==> config.mk <==
export PLATFORM = sky130hd
export DESIGN_NAME = can_signal_extract_scale
export DESIGN_NICKNAME = d
export VERILOG_FILES = /design/src/sv/csx_pkg.sv /design/src/sv/csx_extract.sv /design/src/sv/csx_scale.sv /design/src/sv/can_signal_extract_scale.sv
export VERILOG_INCLUDE_DIRS = /design/src /design/src/sv
export SDC_FILE = /design/constraint.sdc
export NUM_CORES = 2
export LEC_CHECK = 0
export ABC_AREA = 1
export BUFFER_PORTS_ARGS = -buffer_cell sky130_fd_sc_hd__buf_2
export CORE_MARGIN = 2
export CORE_UTILIZATION = 45
export CTS_CLUSTER_DIAMETER = 150
export DETAILED_ROUTE_END_ITERATION = 12
export GPL_ROUTABILITY_DRIVEN = 0
export GPL_TIMING_DRIVEN = 0
export PLACE_DENSITY = 0.59
export SLEW_MARGIN = 25
export SYNTH_ARGS = -nofsm -noshare
export SYNTH_HDL_FRONTEND = slang
export SYNTH_SLANG_ARGS = --single-unit
export TNS_END_PERCENT = 50
==> constraint.sdc <==
create_clock -name aclk -period 8.13 [get_ports aclk]
set_clock_uncertainty 0.2 [all_clocks]
set_input_delay 1.626 -clock aclk [delete_from_list [all_inputs] [get_ports aclk]]
set_output_delay 1.626 -clock aclk [all_outputs]
set_load 0.01 [all_outputs]
==> src/sv/assert_macros.svh <==
// assertion macros used by the top level of the signal decoder
// no dependencies; define ASSERT_OFF to compile the checks out
`ifndef ASSERT_MACROS_SVH
`define ASSERT_MACROS_SVH

`ifndef ASSERT_OFF

// condition in the same cycle implies consequence in the same cycle
`define ASSERT_IMPLIES(lbl, clk, rstn, ante, cons) \
    lbl: assert property (@(posedge clk) disable iff (!(rstn)) (ante) |-> (cons)) \
        else $error("assertion failed");

// condition implies consequence in the following cycle
`define ASSERT_NEXT(lbl, clk, rstn, ante, cons) \
    lbl: assert property (@(posedge clk) disable iff (!(rstn)) (ante) |=> (cons)) \
        else $error("assertion failed");

`else

`define ASSERT_IMPLIES(lbl, clk, rstn, ante, cons)
`define ASSERT_NEXT(lbl, clk, rstn, ante, cons)

`endif

`endif

==> src/sv/csx_pkg.sv <==
// shared types and constants of the can signal decoder
// used by csx_extract, csx_scale and can_signal_extract_scale
`default_nettype none

package csx_pkg;

    localparam int WORD_W     = 64;
    localparam int RAW_W      = 32;
    localparam int GAIN_W     = 32;
    localparam int BIAS_W     = 48;
    localparam int CFG_IDX_W  = 3;
    localparam int CFG_DATA_W = 48;

    // configuration register indexes
    localparam logic [CFG_IDX_W-1:0] REG_FRAME_BYTES = 3'd0;
    localparam logic [CFG_IDX_W-1:0] REG_START_BIT   = 3'd1;
    localparam logic [CFG_IDX_W-1:0] REG_SIGNAL_BITS = 3'd2;
    localparam logic [CFG_IDX_W-1:0] REG_BIG_ENDIAN  = 3'd3;
    localparam logic [CFG_IDX_W-1:0] REG_GAIN        = 3'd4;
    localparam logic [CFG_IDX_W-1:0] REG_BIAS        = 3'd5;

    // reset values
    localparam logic [3:0]               RST_FRAME_BYTES = 4'd8;
    localparam logic [5:0]               RST_START_BIT   = 6'd0;
    localparam logic [5:0]               RST_SIGNAL_BITS = 6'd16;
    localparam logic                     RST_BIG_ENDIAN  = 1'b0;
    localparam logic signed [GAIN_W-1:0] RST_GAIN        = 32'sd65536;
    localparam logic signed [BIAS_W-1:0] RST_BIAS        = 48'sd0;

    typedef struct packed {
        logic [3:0]               frame_bytes;
        logic [5:0]               start_bit;
        logic [5:0]               signal_bits;
        logic                     big_endian;
        logic signed [GAIN_W-1:0] gain;
        logic signed [BIAS_W-1:0] bias;
    } cfg_t;

    // extracted raw signal with its status
    typedef struct packed {
        logic             ok;
        logic [RAW_W-1:0] raw;
    } raw_item_t;

endpackage

`default_nettype wire

==> src/sv/csx_extract.sv <==
// byte reversal and signal extraction, two pipeline stages
// depends on csx_pkg
`default_nettype none

module csx_extract (
    input  wire logic                            aclk,
    input  wire logic                            aresetn,
    input  wire csx_pkg::cfg_t                   cfg,
    input  wire logic                            in_valid,
    output logic                                 in_ready,
    input  wire logic [csx_pkg::WORD_W-1:0]      in_word,
    output logic                                 out_valid,
    input  wire logic                            out_ready,
    output csx_pkg::raw_item_t                   out_item
);

    logic                         s1_valid_reg;
    logic [csx_pkg::WORD_W-1:0]   s1_word_reg;
    logic [csx_pkg::WORD_W-1:0]   s1_word_next;
    logic                         s1_ok_reg;
    logic                         s1_ok_next;
    logic                         s1_ready;

    logic                         s2_valid_reg;
    csx_pkg::raw_item_t           s2_item_reg;
    csx_pkg::raw_item_t           s2_item_next;
    logic                         s2_ready;

    logic signed [7:0]            be_shift;
    logic                         use_be;
    logic [csx_pkg::RAW_W-1:0]    mask;
    logic                         mask_ok;
    logic [csx_pkg::WORD_W-1:0]   shifted;
    logic [csx_pkg::RAW_W-1:0]    raw;
    logic                         be_ok;

    // reverse the low n bytes, bytes at n and above become zero
    function automatic logic [csx_pkg::WORD_W-1:0] rev_bytes(
        input logic [csx_pkg::WORD_W-1:0] w,
        input int                         n
    );
        logic [csx_pkg::WORD_W-1:0] r;
        r = '0;
        for (int i = 0; i < 8; i++) begin
            if (i < n) begin
                r[8*(n-1-i) +: 8] = w[8*i +: 8];
            end
        end
        return r;
    endfunction

    assign s2_ready  = !s2_valid_reg || out_ready;
    assign s1_ready  = !s1_valid_reg || s2_ready;
    assign in_ready  = s1_ready;
    assign out_valid = s2_valid_reg;
    assign out_item  = s2_item_reg;

    // stage 1: frame reversal
    always_comb begin
        s1_word_next = in_word;
        s1_ok_next   = 1'b1;
        case (cfg.frame_bytes)
            4'd8: s1_word_next = rev_bytes(in_word, 8);
            4'd7: s1_word_next = rev_bytes(in_word, 7);
            4'd6: s1_word_next = rev_bytes(in_word, 6);
            4'd4: s1_word_next = rev_bytes(in_word, 4);
            default: begin
                s1_word_next = in_word;
                s1_ok_next   = 1'b0;
            end
        endcase
    end

    // stage 2: shift, mask and motorola swap
    always_comb begin
        mask    = '0;
        mask_ok = 1'b1;
        case (cfg.signal_bits)
            6'd1:  mask = 32'h0000_0001;
            6'd3:  mask = 32'h0000_0007;
            6'd8:  mask = 32'h0000_00ff;
            6'd16: mask = 32'h0000_ffff;
            6'd32: mask = 32'hffff_ffff;
            default: begin
                mask    = '0;
                mask_ok = 1'b0;
            end
        endcase

        be_shift = $signed({2'b00, cfg.start_bit}) + 8'sd8
                   - $signed({2'b00, cfg.signal_bits});
        use_be   = cfg.big_endian && (cfg.signal_bits > 6'd1);
        be_ok    = 1'b1;

        if (use_be) begin
            if (be_shift[7]) begin
                shifted = '0;
                be_ok   = 1'b0;
            end else if (be_shift[6]) begin
                // shift of 64 or more clears everything
                shifted = '0;
            end else begin
                shifted = s1_word_reg >> be_shift[5:0];
            end
            raw = shifted[csx_pkg::RAW_W-1:0] & mask;
            if (cfg.signal_bits == 6'd16) begin
                raw = {16'h0000, raw[7:0], raw[15:8]};
            end else begin
                be_ok = 1'b0;
            end
        end else begin
            shifted = s1_word_reg >> cfg.start_bit;
            raw     = shifted[csx_pkg::RAW_W-1:0] & mask;
        end

        s2_item_next.raw = raw;
        s2_item_next.ok  = s1_ok_reg && mask_ok && be_ok;
    end

    always_ff @(posedge aclk) begin
        if (!aresetn) begin
            s1_valid_reg <= 1'b0;
            s2_valid_reg <= 1'b0;
        end else begin
            if (s1_ready) begin
                s1_valid_reg <= in_valid;
            end
            if (s2_ready) begin
                s2_valid_reg <= s1_valid_reg;
            end
        end
    end

    always_ff @(posedge aclk) begin
        if (s1_ready && in_valid) begin
            s1_word_reg <= s1_word_next;
            s1_ok_reg   <= s1_ok_next;
        end
        if (s2_ready && s1_valid_reg) begin
            s2_item_reg <= s2_item_next;
        end
    end

endmodule

`default_nettype wire

==> src/sv/csx_scale.sv <==
// gain multiply and saturating bias add, two pipeline stages
// depends on csx_pkg
`default_nettype none

module csx_scale (
    input  wire logic                            aclk,
    input  wire logic                            aresetn,
    input  wire csx_pkg::cfg_t                   cfg,
    input  wire logic                            in_valid,
    output logic                                 in_ready,
    input  wire csx_pkg::raw_item_t              in_item,
    output logic                                 out_valid,
    input  wire logic                            out_ready,
    output logic [csx_pkg::WORD_W-1:0]           phys_value,
    output logic                                 valid_ok
);

    logic                                s3_valid_reg;
    logic signed [csx_pkg::WORD_W-1:0]   s3_prod_reg;
    logic signed [csx_pkg::WORD_W-1:0]   s3_prod_next;
    logic                                s3_ok_reg;
    logic                                s3_ready;

    logic                                s4_valid_reg;
    logic [csx_pkg::WORD_W-1:0]          s4_value_reg;
    logic [csx_pkg::WORD_W-1:0]          s4_value_next;
    logic                                s4_ok_reg;
    logic                                s4_ready;

    logic signed [csx_pkg::WORD_W:0]     prod_full;
    logic signed [csx_pkg::WORD_W:0]     sum_full;

    assign s4_ready   = !s4_valid_reg || out_ready;
    assign s3_ready   = !s3_valid_reg || s4_ready;
    assign in_ready   = s3_ready;
    assign out_valid  = s4_valid_reg;
    assign phys_value = s4_value_reg;
    assign valid_ok   = s4_ok_reg;

    // raw is unsigned 32 bit, so the product always fits in 64 bits
    always_comb begin
        prod_full    = $signed({1'b0, in_item.raw}) * cfg.gain;
        s3_prod_next = prod_full[csx_pkg::WORD_W-1:0];
    end

    always_comb begin
        sum_full = {s3_prod_reg[csx_pkg::WORD_W-1], s3_prod_reg}
                 + {{(csx_pkg::WORD_W + 1 - csx_pkg::BIAS_W){cfg.bias[csx_pkg::BIAS_W-1]}},
                    cfg.bias};
        if (sum_full[csx_pkg::WORD_W] != sum_full[csx_pkg::WORD_W-1]) begin
            // overflow, clamp towards the sign of the true sum
            s4_value_next = sum_full[csx_pkg::WORD_W] ? {1'b1, {(csx_pkg::WORD_W-1){1'b0}}}
                                                      : {1'b0, {(csx_pkg::WORD_W-1){1'b1}}};
        end else begin
            s4_value_next = sum_full[csx_pkg::WORD_W-1:0];
        end
    end

    always_ff @(posedge aclk) begin
        if (!aresetn) begin
            s3_valid_reg <= 1'b0;
            s4_valid_reg <= 1'b0;
        end else begin
            if (s3_ready) begin
                s3_valid_reg <= in_valid;
            end
            if (s4_ready) begin
                s4_valid_reg <= s3_valid_reg;
            end
        end
    end

    always_ff @(posedge aclk) begin
        if (s3_ready && in_valid) begin
            s3_prod_reg <= s3_prod_next;
            s3_ok_reg   <= in_item.ok;
        end
        if (s4_ready && s3_valid_reg) begin
            s4_value_reg <= s4_value_next;
            s4_ok_reg    <= s3_ok_reg;
        end
    end

endmodule

`default_nettype wire

==> src/sv/can_signal_extract_scale.sv <==
// top level of the can signal decoder: configuration registers and pipeline
// depends on csx_pkg, csx_extract, csx_scale and assert_macros.svh
//
// usage:
//   s_ channel carries one 64-bit can payload per request, first byte in the
//   most significant bits. m_ channel returns one result per request:
//   m_tdata is the signed q48.16 physical value, m_tuser[0] is set when
//   frame length and signal settings are all supported.
//   configuration is written through cfg_we / cfg_index / cfg_wdata, one
//   register per cycle; the user writes it only while no request is in
//   flight, and the block itself does not enforce this.
//   pipeline: four register stages (reversal, extraction, multiply,
//   bias add with saturation).
//   throughput: one request per cycle while m_tready is high; every stage
//   passes on one request a cycle and the 33x32 multiply has its own stage.
//   reset: aresetn low for one edge empties the pipeline and loads the
//   register defaults (8-byte frame, start bit 0, 16-bit little-endian
//   signal, gain 1.0, bias 0).
//   stall: with m_tready low, each stage holds its request and the pipeline
//   keeps accepting until every stage is full, then s_tready drops; nothing
//   is lost or repeated.
`default_nettype none

`include "assert_macros.svh"

module can_signal_extract_scale (
    input  wire logic                               aclk,
    input  wire logic                               aresetn,
    input  wire logic                               s_tvalid,
    output logic                                    s_tready,
    input  wire logic [csx_pkg::WORD_W-1:0]         s_tdata,   // [63:0] frame_word
    output logic                                    m_tvalid,
    input  wire logic                               m_tready,
    output logic [csx_pkg::WORD_W-1:0]              m_tdata,   // [63:0] phys_value
    output logic [0:0]                              m_tuser,   // [0] valid_ok
    input  wire logic                               cfg_we,
    input  wire logic [csx_pkg::CFG_IDX_W-1:0]      cfg_index,
    input  wire logic [csx_pkg::CFG_DATA_W-1:0]     cfg_wdata
);

    csx_pkg::cfg_t        cfg_reg;
    csx_pkg::cfg_t        cfg_next;

    logic                 ext_valid;
    logic                 ext_ready;
    csx_pkg::raw_item_t   ext_item;
    logic                 scl_ok;

    always_comb begin
        cfg_next = cfg_reg;
        if (cfg_we) begin
            case (cfg_index)
                csx_pkg::REG_FRAME_BYTES: cfg_next.frame_bytes = cfg_wdata[3:0];
                csx_pkg::REG_START_BIT:   cfg_next.start_bit   = cfg_wdata[5:0];
                csx_pkg::REG_SIGNAL_BITS: cfg_next.signal_bits = cfg_wdata[5:0];
                csx_pkg::REG_BIG_ENDIAN:  cfg_next.big_endian  = cfg_wdata[0];
                csx_pkg::REG_GAIN:
                    cfg_next.gain = $signed(cfg_wdata[csx_pkg::GAIN_W-1:0]);
                csx_pkg::REG_BIAS:
                    cfg_next.bias = $signed(cfg_wdata[csx_pkg::BIAS_W-1:0]);
                default: cfg_next = cfg_reg;
            endcase
        end
    end

    always_ff @(posedge aclk) begin
        if (!aresetn) begin
            cfg_reg.frame_bytes <= csx_pkg::RST_FRAME_BYTES;
            cfg_reg.start_bit   <= csx_pkg::RST_START_BIT;
            cfg_reg.signal_bits <= csx_pkg::RST_SIGNAL_BITS;
            cfg_reg.big_endian  <= csx_pkg::RST_BIG_ENDIAN;
            cfg_reg.gain        <= csx_pkg::RST_GAIN;
            cfg_reg.bias        <= csx_pkg::RST_BIAS;
        end else begin
            cfg_reg <= cfg_next;
        end
    end

    csx_extract u_extract (
        .aclk      (aclk),
        .aresetn   (aresetn),
        .cfg       (cfg_reg),
        .in_valid  (s_tvalid),
        .in_ready  (s_tready),
        .in_word   (s_tdata),
        .out_valid (ext_valid),
        .out_ready (ext_ready),
        .out_item  (ext_item)
    );

    csx_scale u_scale (
        .aclk       (aclk),
        .aresetn    (aresetn),
        .cfg        (cfg_reg),
        .in_valid   (ext_valid),
        .in_ready   (ext_ready),
        .in_item    (ext_item),
        .out_valid  (m_tvalid),
        .out_ready  (m_tready),
        .phys_value (m_tdata),
        .valid_ok   (scl_ok)
    );

    assign m_tuser[0] = scl_ok;

    // input side only blocks when the output is holding a stalled result
    `ASSERT_IMPLIES(a_block_only_on_stall, aclk, aresetn, !s_tready, m_tvalid && !m_tready)

    // a result flagged good implies a supported frame length
    `ASSERT_IMPLIES(a_ok_frame_len, aclk, aresetn, m_tvalid && m_tuser[0], cfg_reg.frame_bytes == 4'd8 || cfg_reg.frame_bytes == 4'd7 || cfg_reg.frame_bytes == 4'd6 || cfg_reg.frame_bytes == 4'd4)

    // zero gain leaves only the sign-extended bias
    `ASSERT_IMPLIES(a_zero_gain_bias, aclk, aresetn, m_tvalid && cfg_reg.gain == 32'sd0, $signed(m_tdata) == 64'(cfg_reg.bias))

endmodule

`default_nettype wire
==> impl_metrics.json <==
{
  "outcome": "finished, final reports clean",
  "power.switching_mw": 5.099,
  "comb_power_share_pct": 60.8,
  "antenna_found_initial": 4,
  "final_area_um2": 66330,
  "critPathRequiredTime_ns": 8.26,
  "critical_path_class": "reg2reg",
  "async_flop_share_pct": 0,
  "yosys.area_share.adder_pct": 36.67,
  "grt_pass1_vias": 58412,
  "p_leak_nw": 38.03,
  "critPathLaunch": "u_extract.out_item[21]$_DFFE_PP_",
  "htreeDepth": 2,
  "ys.flop_type": "edfxtp_1",
  "numCtsBuffers": 35,
  "whs_ns": 0.2191,
  "synthSimpleGateAreaFrac_pct": 25.88,
  "synth_top_family_by_area": "adder cells",
  "maxSlewViolCount": 0,
  "ys_seq_area_share_pct": 14.43,
  "layout-drive-gt1-share_pct": 6.434,
  "gr-usage-met3_pct": 10.45,
  "synth_compound_area_share_pct": 6.405,
  "drc": 0,
  "yosys.area_share.xor_xnor_pct": 1.436,
  "vdd_drop_max_mv": 0.1635,
  "dr.pass1.iters": 7,
  "postRouteAntennaNets": 0,
  "root_buffer": "clkbuf_16",
  "area_delta_synth_final_pct": 7.965,
  "critical-path-max-stage-delay_ns": 0.65,
  "max-cap-violations": 0,
  "clock_power_share_pct": 17.1,
  "rsz0062_at_grt": "yes",
  "die_w_um": 373.5,
  "ys_types": 46,
  "switching_share_pct": 51.34,
  "fin_crit_ns": 8.085,
  "routed_wl_mm": 256.5,
  "layout_commonest_cell": "nand2_1",
  "met2_usage_pct": 53.63,
  "nNetsFinal": 10369,
  "cts_tree": "yes",
  "mostFrequentLayoutCells": "2625 x nand2_1, 1988 x inv_1, 898 x fa_1",
  "synth_edf_count": 228,
  "cp.arrival_ns": 8.21,
  "finalSetupViolations": 0,
  "crit_family": "adder cells",
  "busiest_layer": "met2",
  "cts_hold_buf": 0,
  "instances_no_fill": 10798,
  "placedCellCount": 10745,
  "dpl.hpwl_mm": 212.2,
  "max_freq_mhz": 123.7,
  "path_cells": "buf_2 -> nand2_1 -> fa_1 -> inv_1 -> fa_1 -> inv_1 -> fa_1 -> inv_1 -> fa_1 -> inv_1 -> fa_1 -> fa_1 -> fa_1 -> fa_1 -> inv_1 -> ha_1 -> a21oi_1 -> o21bai_1 -> a21boi_0 -> o21ai_0 -> a21oi_1 -> nand2_1 -> xor2_1",
  "pin_count": 187,
  "dpl_cell_area_um2": 64760,
  "grt_max_degree": 57,
  "nFillCells": 13855,
  "initial_core_util_pct": 45.35,
  "r2r_start": "u_extract.out_item[21]$_DFFE_PP_",
  "critPathMostFrequentCell": "fa_1",
  "grt_overflow": 0,
  "vias": 60606,
  "clk_pin_slew_ns": 0.07,
  "met1_usage_pct": 48.10,
  "holdCritStartpoint": "u_extract.out_item[32]$_DFFE_PP_",
  "start_kind": "flip-flop",
  "cts_max_path_buffers": 3,
  "hold_violations": 0,
  "finalCritPeriodShare_pct": 99.44,
  "min_path_type": "reg2reg",
  "coreArea_um2": 135500,
  "drt-wirelength-per-cell_um": 23.76,
  "largest_reg_flops": 97,
  "grt_use_total_pct": 36.18,
  "worst-path-buf-inv": 6,
  "drt_iter0_drc": 8553,
  "synth_area_um2": 61440,
  "portBuffers": 185,
  "insertion_delay_ns": 0.60,
  "fin_setup_tns_ns": 0,
  "syn-num-nets": 10154,
  "synthMuxAreaShare_pct": 0.1792,
  "synthCells": 8773,
  "grt_pass1_wl_mm": 374.6,
  "clock-sinks": 329,
  "rows": 135,
  "design.die.area_um2": 139500,
  "internal_power_mw": 4.832,
  "die_y_um": 373.5,
  "yosysWarnings": 0,
  "worstSetupEndpointType": "flip-flop",
  "powerDensity_nw_per_um2": 149.7,
  "p_seq_share_pct": 22.1,
  "worst_pin_slew_ns": 1.113,
  "crit_fanout": 10,
  "synth-seq-cells": 329,
  "vias_per_cell": 5.613,
  "relSlewSlack_pct": 25.82,
  "cp_slowest_cell": "edfxtp_1",
  "p_total_mw": 9.931,
  "syn_area_per_cell_um2": 7.003
}
[power by group through the flow]
| stage | Clock, mW | Sequential (mW) | Combinational (mW) |
|---|---|---|---|
| 6_report | 1.70 | 2.20 | 6.04 |
| 5_1_grt | 1.78 | 2.20 | 6.45 |
| 4_1_cts | 1.71 | 2.19 | 5.83 |
| 3_5_place_dp | 0 | 2.22 | 5.78 |
| 3_3_place_gp | 0 | 2.23 | 5.76 |
| 2_1_floorplan | 0 | 2.14 | 3.53 |
[area by class of cell]
cell class	count	area [um2]	share of cell area (%)
Clock buffer	42	932.1	1.405
Clock inverter	21	224.0	0.3376
Buffer	405	1914	2.886
Multi-Input combinational cell	6010	43400	65.42
Timing Repair Buffer	206	1227	1.850
Inverter	2001	7513	11.33
Tap cell	1781	2228	3.359
Sequential cell	329	8887	13.40
Antenna cell	3	7.507	0.01132
[synth_stat cells (32+ instances only)]
cell type,n,area [um2]
nand2_1,2625,9853
inv_1,1990,7470
fa_1,899,18000
nand3_1,674,3373
nor2_1,503,1888
ha_1,362,4529
clkbuf_1,322,1209
o21ai_0,304,1521
a21oi_1,238,1191
edfxtp_1,228,6847
dfxtp_1,101,2022
xor2_1,72,630.6
buf_2,64,320.3
buf_1,45,168.9
o22ai_1,37,231.5
or2_2,32,200.2
[cell families after synthesis]
logic type / after synthesis
fa+ha+maj: 1261
compound gates: 708
simple gates: 3931
mux: 11
buf+inv: 2434
flops: 329
xor+xnor: 99
[final timing paths]
path,endpoint,slack (ns),cells after the start
max,u_scale.s3_prod_reg[43]$_DFFE_PP_,0.05,23
min,u_scale.s3_ok_reg$_DFFE_PP_,0.22,0
max reg2reg,u_scale.s3_prod_reg[43]$_DFFE_PP_,0.05,23
min reg2reg,u_scale.s3_ok_reg$_DFFE_PP_,0.22,0
[per-stage QoR]
step,utilization [%],worst slack [ns]
global placement,47.68,-0.5892
floorplan,-,1.400
global route,48.96,-0.03305
finish,48.97,0.04539
detailed placement,47.81,-0.5257
CTS,48.81,0.006075
[timing repair]
item,4_1_cts,5_1_grt
gates resized for setup,140,192
setup buffers,3,12
setup endpoints to repair,33,28
[metal layers]
metal | vias to the layer above | wire [um]
met1 | 28881 | 98120
li1 | 26752 | -
met2 | 4099 | 106200
met5 | - | 33
met3 | 870 | 34640
met4 | 4 | 17480
Note: power is estimated with default switching activity, not from simulation.
